File: src/triangle_barycentric_rasterizer_defines.svh
`ifndef TRIANGLE_BARYCENTRIC_RASTERIZER_DEFINES_SVH
`define TRIANGLE_BARYCENTRIC_RASTERIZER_DEFINES_SVH

// implication in the same cycle
`define TBR_ASSERT_IMP(lbl, ante, cons, msg) \
    lbl: assert property (@(posedge i_clk) disable iff (!i_rst_n) (ante) |-> (cons)) else $error(msg);

// implication in the next cycle
`define TBR_ASSERT_NXT(lbl, ante, cons, msg) \
    lbl: assert property (@(posedge i_clk) disable iff (!i_rst_n) (ante) |=> (cons)) else $error(msg);

`endif

File: src/tbr_pkg.sv
package tbr_pkg;

    localparam int IMG_W     = 512;
    localparam int IMG_H     = 512;
    localparam int FRAC_BITS = 4;

    localparam int CW  = 13;
    localparam int PW  = 9;
    localparam int COLW = 24;
    localparam int VW  = 30;
    localparam int MW  = 18;
    localparam int WW  = 17;
    localparam int BW  = 5;

    localparam logic CMD_LOAD    = 1'b0;
    localparam logic CMD_ADVANCE = 1'b1;

    typedef struct packed {
        logic [PW-1:0] x;
        logic [PW-1:0] y;
        logic          last;
    } t_pix;

    typedef struct packed {
        logic [2:0][CW-1:0]   x;
        logic [2:0][CW-1:0]   y;
        logic [2:0][COLW-1:0] c;
        logic                 smooth;
    } t_tri;

    typedef struct packed {
        logic valid;
        logic full;
    } t_qstat;

endpackage

File: src/triangle_barycentric_rasterizer.sv
// vertex load: accepted only once the queue and the shading sequencer are drained, so it
// waits while earlier pixels are still in flight; advance: accepted while the pixel queue
// is not full, so the box walk can run ahead of shading; each pixel is shaded in turn by
// the shared multiplier sequence (16 products, 4 when degenerate, 9 more for smooth colour)
// and the one-bit-per-cycle weight divider (51 steps); a two-entry pixel queue separates the
// box walk from the shading sequencer; reset: synchronous active low, clears vertices, walk,
// queue and result valid flag
module triangle_barycentric_rasterizer (
    input  logic                   i_clk,
    input  logic                   i_rst_n,
    input  logic                   i_valid,
    output logic                   o_stall,
    input  logic                   i_cmd,
    input  logic [1:0]             i_vertex_index,
    input  logic [tbr_pkg::CW-1:0] i_coord_x,
    input  logic [tbr_pkg::CW-1:0] i_coord_y,
    input  logic [7:0]             i_red_in,
    input  logic [7:0]             i_green_in,
    input  logic [7:0]             i_blue_in,
    input  logic                   i_smooth,
    output logic                   o_valid,
    input  logic                   i_stall,
    output logic [tbr_pkg::PW-1:0] o_pixel_x,
    output logic [tbr_pkg::PW-1:0] o_pixel_y,
    output logic                   o_covered,
    output logic [7:0]             o_red_out,
    output logic [7:0]             o_green_out,
    output logic [7:0]             o_blue_out,
    output logic                   o_last_pixel
);

    tbr_pkg::t_qstat w_qstat;
    tbr_pkg::t_pix   w_push_pix, w_pop_pix;
    tbr_pkg::t_tri   w_tri;
    logic            w_push, w_pop, w_idle;

    tbr_front u_front (
        .i_clk          (i_clk),
        .i_rst_n        (i_rst_n),
        .i_valid        (i_valid),
        .o_stall        (o_stall),
        .i_cmd          (i_cmd),
        .i_vertex_index (i_vertex_index),
        .i_coord_x      (i_coord_x),
        .i_coord_y      (i_coord_y),
        .i_red_in       (i_red_in),
        .i_green_in     (i_green_in),
        .i_blue_in      (i_blue_in),
        .i_smooth       (i_smooth),
        .i_qstat        (w_qstat),
        .i_drained      (!w_qstat.valid && w_idle),
        .o_push         (w_push),
        .o_pix          (w_push_pix),
        .o_tri          (w_tri)
    );

    tbr_queue u_queue (
        .i_clk   (i_clk),
        .i_rst_n (i_rst_n),
        .i_push  (w_push),
        .i_pix   (w_push_pix),
        .i_pop   (w_pop),
        .o_pix   (w_pop_pix),
        .o_stat  (w_qstat)
    );

    tbr_back u_back (
        .i_clk        (i_clk),
        .i_rst_n      (i_rst_n),
        .i_tri        (w_tri),
        .i_pix        (w_pop_pix),
        .i_qstat      (w_qstat),
        .o_pop        (w_pop),
        .o_idle       (w_idle),
        .o_valid      (o_valid),
        .i_stall      (i_stall),
        .o_pixel_x    (o_pixel_x),
        .o_pixel_y    (o_pixel_y),
        .o_covered    (o_covered),
        .o_red_out    (o_red_out),
        .o_green_out  (o_green_out),
        .o_blue_out   (o_blue_out),
        .o_last_pixel (o_last_pixel)
    );

endmodule

File: src/tbr_front.sv
module tbr_front (
    input  logic                   i_clk,
    input  logic                   i_rst_n,
    input  logic                   i_valid,
    output logic                   o_stall,
    input  logic                   i_cmd,
    input  logic [1:0]             i_vertex_index,
    input  logic [tbr_pkg::CW-1:0] i_coord_x,
    input  logic [tbr_pkg::CW-1:0] i_coord_y,
    input  logic [7:0]             i_red_in,
    input  logic [7:0]             i_green_in,
    input  logic [7:0]             i_blue_in,
    input  logic                   i_smooth,
    input  tbr_pkg::t_qstat        i_qstat,
    input  logic                   i_drained,
    output logic                   o_push,
    output tbr_pkg::t_pix          o_pix,
    output tbr_pkg::t_tri          o_tri
);

    localparam int  CW = tbr_pkg::CW;
    localparam int  PW = tbr_pkg::PW;
    localparam int  EW = CW + 1;
    localparam logic [EW-1:0] UP   = EW'((1 << tbr_pkg::FRAC_BITS) - 1);
    localparam logic [EW-1:0] XLIM = EW'(tbr_pkg::IMG_W - 1);
    localparam logic [EW-1:0] YLIM = EW'(tbr_pkg::IMG_H - 1);

    tbr_pkg::t_tri r_tri;
    logic [PW-1:0] r_xmin, r_xmax, r_ymin, r_ymax, r_wx, r_wy;
    logic          r_active;

    logic          w_acc, w_last;
    logic [CW-1:0] w_x0, w_x1, w_x2, w_y0, w_y1, w_y2;
    logic [CW-1:0] w_xmn, w_xmx, w_ymn, w_ymx;
    logic [EW-1:0] w_bx0, w_bx1, w_by0, w_by1;

    assign o_stall = (i_cmd == tbr_pkg::CMD_ADVANCE) ? i_qstat.full : !i_drained;
    assign w_acc   = i_valid && !o_stall;
    assign w_last  = (r_wx == r_xmax) && (r_wy == r_ymax);
    assign o_push  = w_acc && (i_cmd == tbr_pkg::CMD_ADVANCE) && r_active;
    assign o_pix   = '{x: r_wx, y: r_wy, last: w_last};
    assign o_tri   = r_tri;

    // bounds with the incoming vertex 2
    always_comb begin
        w_x0 = r_tri.x[0];
        w_x1 = r_tri.x[1];
        w_x2 = i_coord_x;
        w_y0 = r_tri.y[0];
        w_y1 = r_tri.y[1];
        w_y2 = i_coord_y;
        w_xmn = w_x0;
        w_xmx = w_x0;
        w_ymn = w_y0;
        w_ymx = w_y0;
        if (w_x1 < w_xmn) w_xmn = w_x1;
        if (w_x2 < w_xmn) w_xmn = w_x2;
        if (w_x1 > w_xmx) w_xmx = w_x1;
        if (w_x2 > w_xmx) w_xmx = w_x2;
        if (w_y1 < w_ymn) w_ymn = w_y1;
        if (w_y2 < w_ymn) w_ymn = w_y2;
        if (w_y1 > w_ymx) w_ymx = w_y1;
        if (w_y2 > w_ymx) w_ymx = w_y2;
        w_bx0 = EW'(w_xmn) >> tbr_pkg::FRAC_BITS;
        w_bx1 = (EW'(w_xmx) + UP) >> tbr_pkg::FRAC_BITS;
        w_by0 = EW'(w_ymn) >> tbr_pkg::FRAC_BITS;
        w_by1 = (EW'(w_ymx) + UP) >> tbr_pkg::FRAC_BITS;
        if (w_bx0 > XLIM) w_bx0 = XLIM;
        if (w_bx1 > XLIM) w_bx1 = XLIM;
        if (w_by0 > YLIM) w_by0 = YLIM;
        if (w_by1 > YLIM) w_by1 = YLIM;
    end

    always_ff @(posedge i_clk) begin
        if (!i_rst_n) begin
            r_tri    <= '0;
            r_xmin   <= '0;
            r_xmax   <= '0;
            r_ymin   <= '0;
            r_ymax   <= '0;
            r_wx     <= '0;
            r_wy     <= '0;
            r_active <= 1'b0;
        end else if (w_acc && (i_cmd == tbr_pkg::CMD_LOAD) && (i_vertex_index != 2'd3)) begin
            r_tri.x[i_vertex_index] <= i_coord_x;
            r_tri.y[i_vertex_index] <= i_coord_y;
            r_tri.c[i_vertex_index] <= {i_red_in, i_green_in, i_blue_in};
            if (i_vertex_index == 2'd0) begin
                r_tri.smooth <= i_smooth;
            end
            if (i_vertex_index == 2'd2) begin
                r_xmin   <= PW'(w_bx0);
                r_xmax   <= PW'(w_bx1);
                r_ymin   <= PW'(w_by0);
                r_ymax   <= PW'(w_by1);
                r_wx     <= PW'(w_bx0);
                r_wy     <= PW'(w_by0);
                r_active <= 1'b1;
            end else begin
                r_active <= 1'b0;
            end
        end else if (o_push) begin
            if (w_last) begin
                r_active <= 1'b0;
            end else if (r_wx >= r_xmax) begin
                r_wx <= r_xmin;
                r_wy <= r_wy + 1'b1;
            end else begin
                r_wx <= r_wx + 1'b1;
            end
        end
    end

endmodule

File: src/tbr_queue.sv
module tbr_queue (
    input  logic            i_clk,
    input  logic            i_rst_n,
    input  logic            i_push,
    input  tbr_pkg::t_pix   i_pix,
    input  logic            i_pop,
    output tbr_pkg::t_pix   o_pix,
    output tbr_pkg::t_qstat o_stat
);

    tbr_pkg::t_pix r_mem [2];
    logic          r_wp, r_rp;
    logic [1:0]    r_cnt;

    assign o_pix        = r_mem[r_rp];
    assign o_stat.valid = (r_cnt != 2'd0);
    assign o_stat.full  = (r_cnt == 2'd2);

    always_ff @(posedge i_clk) begin
        if (i_push) begin
            r_mem[r_wp] <= i_pix;
        end
    end

    always_ff @(posedge i_clk) begin
        if (!i_rst_n) begin
            r_wp  <= 1'b0;
            r_rp  <= 1'b0;
            r_cnt <= '0;
        end else begin
            if (i_push) r_wp <= !r_wp;
            if (i_pop)  r_rp <= !r_rp;
            case ({i_push, i_pop})
                2'b10:   r_cnt <= r_cnt + 1'b1;
                2'b01:   r_cnt <= r_cnt - 1'b1;
                default: r_cnt <= r_cnt;
            endcase
        end
    end

endmodule

File: src/tbr_back.sv
`include "triangle_barycentric_rasterizer_defines.svh"

module tbr_back (
    input  logic                   i_clk,
    input  logic                   i_rst_n,
    input  tbr_pkg::t_tri          i_tri,
    input  tbr_pkg::t_pix          i_pix,
    input  tbr_pkg::t_qstat        i_qstat,
    output logic                   o_pop,
    output logic                   o_idle,
    output logic                   o_valid,
    input  logic                   i_stall,
    output logic [tbr_pkg::PW-1:0] o_pixel_x,
    output logic [tbr_pkg::PW-1:0] o_pixel_y,
    output logic                   o_covered,
    output logic [7:0]             o_red_out,
    output logic [7:0]             o_green_out,
    output logic [7:0]             o_blue_out,
    output logic                   o_last_pixel
);

    localparam int CW = tbr_pkg::CW;
    localparam int PW = tbr_pkg::PW;
    localparam int VW = tbr_pkg::VW;
    localparam int MW = tbr_pkg::MW;
    localparam int WW = tbr_pkg::WW;
    localparam int BW = tbr_pkg::BW;

    localparam logic [2:0] S_IDLE = 3'd0;
    localparam logic [2:0] S_MUL  = 3'd1;
    localparam logic [2:0] S_ACC  = 3'd2;
    localparam logic [2:0] S_DIV  = 3'd3;
    localparam logic [2:0] S_CMUL = 3'd4;
    localparam logic [2:0] S_CACC = 3'd5;
    localparam logic [2:0] S_OUT  = 3'd6;

    localparam logic [BW-1:0] TOPBIT = BW'(WW - 1);

    logic [2:0]             r_state;
    logic [1:0]             r_pass, r_term, r_j, r_ch;
    logic [PW-1:0]          r_px, r_py;
    logic                   r_last, r_cov, r_neg;
    logic signed [2*MW-1:0] r_prod;
    logic signed [VW-1:0]   r_acc, r_c, r_aa;
    logic signed [VW-1:0]   r_e [3];
    logic [VW-1:0]          r_rem;
    logic [WW-1:0]          r_q;
    logic [WW-1:0]          r_w [3];
    logic [BW-1:0]          r_bit;
    logic [7:0]             r_rgb [3];
    logic                   r_ov;
    logic [PW-1:0]          r_ox, r_oy;
    logic                   r_ocov, r_olast;
    logic [7:0]             r_or, r_og, r_ob;

    logic [1:0]             w_ai, w_ci;
    logic [CW-1:0]          w_xa, w_ya, w_xc, w_yc, w_ptx, w_pty;
    logic signed [MW-1:0]   w_a, w_b, w_m1, w_m2;
    logic signed [VW-1:0]   w_prod, w_val, w_tie, w_e, w_t;
    logic [7:0]             w_col;
    logic [VW:0]            w_x;
    logic                   w_ge, w_ok;

    always_comb begin
        case (r_pass)
            2'd2:    begin w_ai = 2'd2; w_ci = 2'd0; end
            2'd3:    begin w_ai = 2'd0; w_ci = 2'd1; end
            default: begin w_ai = 2'd1; w_ci = 2'd2; end
        endcase
        w_xa  = i_tri.x[w_ai];
        w_ya  = i_tri.y[w_ai];
        w_xc  = i_tri.x[w_ci];
        w_yc  = i_tri.y[w_ci];
        w_a   = MW'($signed({1'b0, w_ya})) - MW'($signed({1'b0, w_yc}));
        w_b   = MW'($signed({1'b0, w_xc})) - MW'($signed({1'b0, w_xa}));
        w_ptx = (r_pass == 2'd0) ? i_tri.x[0] : (CW'(r_px) << tbr_pkg::FRAC_BITS);
        w_pty = (r_pass == 2'd0) ? i_tri.y[0] : (CW'(r_py) << tbr_pkg::FRAC_BITS);
        case (r_ch)
            2'd0:    w_col = i_tri.c[r_j][23:16];
            2'd1:    w_col = i_tri.c[r_j][15:8];
            default: w_col = i_tri.c[r_j][7:0];
        endcase
        if (r_state == S_CMUL) begin
            w_m1 = $signed(MW'(r_w[r_j]));
            w_m2 = $signed(MW'(w_col));
        end else begin
            case (r_term)
                2'd0:    begin w_m1 = $signed(MW'(w_xa)); w_m2 = $signed(MW'(w_yc)); end
                2'd1:    begin w_m1 = $signed(MW'(w_xc)); w_m2 = $signed(MW'(w_ya)); end
                2'd2:    begin w_m1 = w_a; w_m2 = $signed(MW'(w_ptx)); end
                default: begin w_m1 = w_b; w_m2 = $signed(MW'(w_pty)); end
            endcase
        end
        w_prod = VW'(r_prod);
        case (r_term)
            2'd0:    w_val = w_prod;
            2'd1:    w_val = r_acc - w_prod;
            default: w_val = r_acc + w_prod;
        endcase
        // tie point (-1,-1) in fixed point
        w_tie = r_c - (VW'(w_a + w_b) <<< tbr_pkg::FRAC_BITS);
        w_e   = r_neg ? -w_val : w_val;
        w_t   = r_neg ? -w_tie : w_tie;
        w_ok  = !((w_e < 0) || (w_e > r_aa) || ((w_e == 0) && (w_t < 0)));
        w_x   = (r_bit == TOPBIT) ? {1'b0, VW'(r_e[r_j])} : {r_rem, 1'b0};
        w_ge  = (w_x >= {1'b0, VW'(r_aa)});
    end

    assign o_pop  = (r_state == S_IDLE) && i_qstat.valid;
    assign o_idle = (r_state == S_IDLE);

    always_ff @(posedge i_clk) begin
        if (r_state == S_MUL || r_state == S_CMUL) begin
            r_prod <= w_m1 * w_m2;
        end
    end

    always_ff @(posedge i_clk) begin
        if (!i_rst_n) begin
            r_state <= S_IDLE;
            r_ov    <= 1'b0;
        end else begin
            if (r_ov && !i_stall && (r_state != S_OUT)) begin
                r_ov <= 1'b0;
            end
            case (r_state)
                S_IDLE: begin
                    if (i_qstat.valid) begin
                        r_px    <= i_pix.x;
                        r_py    <= i_pix.y;
                        r_last  <= i_pix.last;
                        r_cov   <= 1'b1;
                        r_rgb   <= '{8'd0, 8'd0, 8'd0};
                        r_pass  <= 2'd0;
                        r_term  <= 2'd0;
                        r_state <= S_MUL;
                    end
                end
                S_MUL: begin
                    r_state <= S_ACC;
                end
                S_ACC: begin
                    r_acc  <= w_val;
                    r_term <= r_term + 1'b1;
                    if (r_term == 2'd1) begin
                        r_c <= w_val;
                    end
                    if (r_term != 2'd3) begin
                        r_state <= S_MUL;
                    end else if (r_pass == 2'd0) begin
                        r_neg  <= (w_val < 0);
                        r_aa   <= (w_val < 0) ? -w_val : w_val;
                        r_pass <= 2'd1;
                        if (w_val == 0) begin
                            r_cov   <= 1'b0;
                            r_state <= S_OUT;
                        end else begin
                            r_state <= S_MUL;
                        end
                    end else begin
                        r_e[r_pass - 2'd1] <= w_e;
                        r_pass <= r_pass + 1'b1;
                        if (!w_ok) begin
                            r_cov <= 1'b0;
                        end
                        if (r_pass != 2'd3) begin
                            r_state <= S_MUL;
                        end else begin
                            r_j   <= 2'd0;
                            r_bit <= TOPBIT;
                            if (!(r_cov && w_ok)) begin
                                r_state <= S_OUT;
                            end else if (i_tri.smooth) begin
                                r_state <= S_DIV;
                            end else begin
                                r_rgb   <= '{i_tri.c[0][23:16], i_tri.c[0][15:8],
                                             i_tri.c[0][7:0]};
                                r_state <= S_OUT;
                            end
                        end
                    end
                end
                S_DIV: begin
                    r_rem <= w_ge ? VW'(w_x - {1'b0, VW'(r_aa)}) : VW'(w_x);
                    r_q   <= {r_q[WW-2:0], w_ge};
                    if (r_bit != '0) begin
                        r_bit <= r_bit - 1'b1;
                    end else begin
                        r_w[r_j] <= {r_q[WW-2:0], w_ge};
                        r_bit    <= TOPBIT;
                        if (r_j == 2'd2) begin
                            r_j     <= 2'd0;
                            r_ch    <= 2'd0;
                            r_state <= S_CMUL;
                        end else begin
                            r_j <= r_j + 1'b1;
                        end
                    end
                end
                S_CMUL: begin
                    r_state <= S_CACC;
                end
                S_CACC: begin
                    r_acc <= (r_j == 2'd0) ? w_prod : (r_acc + w_prod);
                    if (r_j != 2'd2) begin
                        r_j     <= r_j + 1'b1;
                        r_state <= S_CMUL;
                    end else begin
                        r_rgb[r_ch] <= 8'((r_acc + w_prod) >>> 16);
                        r_j  <= 2'd0;
                        r_ch <= r_ch + 1'b1;
                        if (r_ch == 2'd2) begin
                            r_state <= S_OUT;
                        end else begin
                            r_state <= S_CMUL;
                        end
                    end
                end
                S_OUT: begin
                    if (!r_ov || !i_stall) begin
                        r_ov    <= 1'b1;
                        r_ox    <= r_px;
                        r_oy    <= r_py;
                        r_ocov  <= r_cov;
                        r_olast <= r_last;
                        r_or    <= r_rgb[0];
                        r_og    <= r_rgb[1];
                        r_ob    <= r_rgb[2];
                        r_state <= S_IDLE;
                    end
                end
                default: begin
                    r_state <= S_IDLE;
                end
            endcase
        end
    end

    assign o_valid      = r_ov;
    assign o_pixel_x    = r_ox;
    assign o_pixel_y    = r_oy;
    assign o_covered    = r_ocov;
    assign o_red_out    = r_or;
    assign o_green_out  = r_og;
    assign o_blue_out   = r_ob;
    assign o_last_pixel = r_olast;

    `TBR_ASSERT_IMP(a_pop_nonempty, o_pop, i_qstat.valid, "pop from empty queue")
    `TBR_ASSERT_IMP(a_uncov_black, r_ov && !r_ocov, (r_or == 8'd0) && (r_og == 8'd0) && (r_ob == 8'd0), "uncovered pixel has colour")
    `TBR_ASSERT_IMP(a_rem_bound, (r_state == S_DIV) && (r_bit != TOPBIT), r_rem < VW'(r_aa), "divider remainder out of range")
    `TBR_ASSERT_NXT(a_out_to_idle, (r_state == S_OUT) && (!r_ov || !i_stall), r_ov && (r_state == S_IDLE), "result not registered")

endmodule
File: config.mk
export PLATFORM = sky130hd
export DESIGN_NAME = triangle_barycentric_rasterizer
export DESIGN_NICKNAME = d
export VERILOG_FILES = /design/src/tbr_pkg.sv /design/src/triangle_barycentric_rasterizer.sv /design/src/tbr_front.sv /design/src/tbr_queue.sv /design/src/tbr_back.sv
export VERILOG_INCLUDE_DIRS = /design/src /design/src/src
export SDC_FILE = /design/constraint.sdc
export NUM_CORES = 2
export LEC_CHECK = 0
export ABC_CLOCK_PERIOD_IN_PS = 20800
export BUFFER_PORTS_ARGS = -buffer_cell sky130_fd_sc_hd__buf_2
export CAP_MARGIN = 20
export CORE_MARGIN = 3
export CORE_UTILIZATION = 35
export CTS_CLUSTER_SIZE = 16
export DETAILED_ROUTE_END_ITERATION = 10
export PLACE_DENSITY = 0.61
export SETUP_SLACK_MARGIN = 0.5
export SYNTH_ARGS = -nofsm -noshare
export SYNTH_HDL_FRONTEND = slang
export SYNTH_HIERARCHICAL = 1
export SYNTH_SLANG_ARGS = --single-unit
File: constraint.sdc
create_clock -name i_clk -period 20.8 [get_ports i_clk]
set_input_delay 1.04 -clock i_clk [delete_from_list [all_inputs] [get_ports i_clk]]
set_output_delay 1.04 -clock i_clk [all_outputs]
set_load 0.005 [all_outputs]
==> flow_summary.toml <==
[run_status]
status = "completed"

[critical_path]
cp_common_cell = "fa_1"
critPathBufInv = 4
r2r-start = "u_back/r_pass[1]"
cp_data_required_time_ns = 21.23
cp_slowest_stage_delay_ns = 0.85
arrival_ns = 12.66
worstSetupStartpointType = "flop"
critPathKind = "reg2reg"
cp-startpoint = "u_back/r_pass[1]"
cpLargestDelayFamily = "adder cells"
cp_slowest_cell = "ha_2"
worstSetupEndpointType = "flop"
crit_fanout = 55

[global_routing]
grt_usage_pct = 21.1
grt.overflow.total = 0
grt_pass1_vias = 41569
grt_max_degree = 82
antenna_found_initial = 3
grt_pass1_wl_mm = 252

[clock_network]
clock_path_buffers = 3
cts_tree = "done"
cts.repair.resized = 0
root_buffer = "clkbuf_16"
cts_setup_buffers = 0
cts.sinks = 655
clock_latency_ns = 0.69
cts_hold_buffers = 0
clk_pin_slew_worst_paths_ns = 0.06
h-tree-depth = 3
numCtsBuffers = 75

[timing]
slew_viol_final = 0
max_freq_mhz = 81.8
post-route-min-period_ns = 12.23
max_slew_margin_pct = 26.2
skew_ns = 0.0210
finalSetupViolCount = 0
rsz0062_at_grt = "false"
layout_setup_ws_ns = 8.57
worstMarginPinSlew_ns = 1.10
fin_crit_sh_pct = 58.8
setup-tns-final_ns = 0
hold_viol_final = 0

[worst_hold_path]
hp-start = "u_back/r_last"
hp-class = "reg2reg"

[drt]
wl_met3_mm = 9.73
vias = 43381
routed_wirelength_mm = 164
avgViaCountPerCell = 5.60
m1WireLength_mm = 71.9
wl_per_cell_microns = 21.1
drt_iter0_drc = 4070
wl_met2_mm = 75.5
drc_errors = 0
dr.pass1.iters = 7
drtAntennaViolNets = 0
topRoutingLayerUsed = "met5"

[layout]
fill_cells = 14602
nets = 6395
design_area_sq_um = 56500
drive_gt1_share_pct = 8.22
areaGrowthSynthToFinish_pct = 9.91

[logic_synthesis]
synth_area_leaders = "edfxtp_1 (26%), fa_1 (8.6%), ha_1 (8.5%), dfxtp_1 (8.1%), nand2_1 (6.0%)"
synth_cell_types = 117
yosysTopAreaCellShare_pct = 26.1
syn-num-nets = 6426
synth_flop_cell = "edfxtp_1"
synth_cells = 5799
ys_ff_latch = 655
synth_warnings = 6
syn_avg_cell_area_sq_um = 8.87
syn_area_sq_um = 51400
yosysTopAreaCell = "edfxtp_1"
synth_edf_count = 447
yosysSeqAreaShare_pct = 34.2
async_flop_share_pct = 0

[floorplan]
die_width_microns = 389
die_height_microns = 389
die-area_sq_um = 152000
floorplan.initialDensity_pct = 35.3
rows = 140
core-area_sq_um = 146000
ios = 104

[place]
port_buffers = 103
placed_cell_area_sq_um = 53900
pre_cts_ws_ns = 8.75
gp_congestion = 0.947
dpl.hpwl_mm = 123

[pwr]
powerDensity_nw_per_um2 = 149
irDropWorstVdd_mv = 0.111
leakage_nw = 21.8

[flow_run]
maxCapViolCount = 0
## power by group
part,switching [mW],internal [mW]
registers,0.156,1.67
clock network,0.599,0.765
logic,3.38,1.83
total,4.13,4.26
## per-stage QoR
step	hold WS [ns]	util (%)	power, mW	cells
4_1_cts	0.419	38.7	8.37	7741
6_report	0.419	38.8	8.40	7747
5_1_grt	0.431	38.8	9.00	7746
3_3_place_gp	0.403	37.0	6.93	7601
3_5_place_dp	0.405	37.0	6.96	7603
2_1_floorplan	0.400	-	5.39	5799
## cells in the mapped netlist (32+ instances only)
| library cell | count |
|---|---|
| and3_1 | 42 |
| or2_2 | 36 |
| nand2_1 | 826 |
| a31oi_1 | 58 |
| a21oi_1 | 508 |
| xnor2_1 | 170 |
| dfxtp_1 | 208 |
| o211ai_1 | 52 |
| o21ai_0 | 338 |
| nand2b_1 | 60 |
| or3_1 | 38 |
| a211oi_1 | 53 |
| nor3_1 | 87 |
| nand3_1 | 113 |
| mux2_2 | 37 |
| fa_1 | 221 |
| inv_1 | 464 |
| a21o_1 | 75 |
| nor2_1 | 449 |
| edfxtp_1 | 447 |
| nor3b_1 | 39 |
| nor2b_1 | 57 |
| clkbuf_1 | 257 |
| xor2_1 | 41 |
| ha_1 | 348 |
| nor4_1 | 32 |
| mux2i_1 | 161 |
| nand4_1 | 40 |
## path summary, 6_finish.rpt
check,slack (ns),to,depth (start not counted)
setup reg to reg,8.57,u_back/r_prod[29],41
hold / removal,0.42,u_back/o_last_pixel,0
setup / recovery,8.57,u_back/r_prod[29],41
hold reg to reg,0.42,u_back/o_last_pixel,0
## layer usage
| metal | track usage (%) | vias up |
|---|---|---|
| li1 | - | 20418 |
| met2 | 34.5 | 1382 |
| met1 | 28.5 | 21295 |
| met3 | 2.97 | 284 |
| met4 | 7.69 | 2 |
| met5 | 0 | - |
## cells in the final DEF, fill, tap and decap left out, drive strengths merged, types with 19 or more instances in the layout
master    n
o211a    19
xor2     41
or3      39
a21o     76
and2     31
mux2     37
o31ai    31
ha      348
or2      40
a211oi   58
buf     189
nand4    40
o31a     20
o211ai   52
a21oi   512
inv     472
clkbuf   88
clkinv   37
nor2b    58
xnor2   171
nand3   114
fa      221
nand2b   60
nor3b    39
and3     42
nand2   826
nor2    450
nor4     35
nor3     90
dfxtp   208
a31oi    60
a221oi   22
o21ai   353
edfxtp  447
mux2i   162
a21boi   26
a22oi    25
o21a     31
## cells by family after synthesis
group / synth area share, %
compound gates: 18.2
xor+xnor: 3.62
buf+inv: 5.76
mux: 4.03
simple gates: 17.2
flops: 34.2
fa+ha+maj: 17.1
## final cells by class
cell class	instances	area, sq um	share of cell area, %
diodes	1	2.50	0.00443
clock buffers	88	1960	3.46
multi-input cells	4373	31000	54.9
well taps	1917	2400	4.24
inverters	473	1780	3.15
repair buffers	190	1220	2.16
clock inverters	50	559	0.989
flip-flops and latches	655	17600	31.1
## worst register-to-register path: cells and delay by family, from the launching register on
family | cells | cell delay, ns
AO/OA/AOI/OAI | 17 | 4.47
flip-flops | 1 | 0.44
AND/OR/NAND/NOR | 8 | 1.67
XOR/XNOR | 2 | 0.31
buffers and inverters | 4 | 0.22
adder cells (fa/ha/maj) | 10 | 4.90
## registers in the layout, indices dropped and copies added (netlist names), 16 cells and up, named ones only
register	cells
u_back/r_aa	30
u_back/r_w	51
u_back/r_e	90
u_back/r_c	30
u_front/o_tri	99
u_back/r_prod	30
u_queue/r_mem	38
u_back/r_q	16
u_back/r_rgb	24
u_back/r_rem	30
u_back/r_acc	30
(Power assumes the default switching activity.)
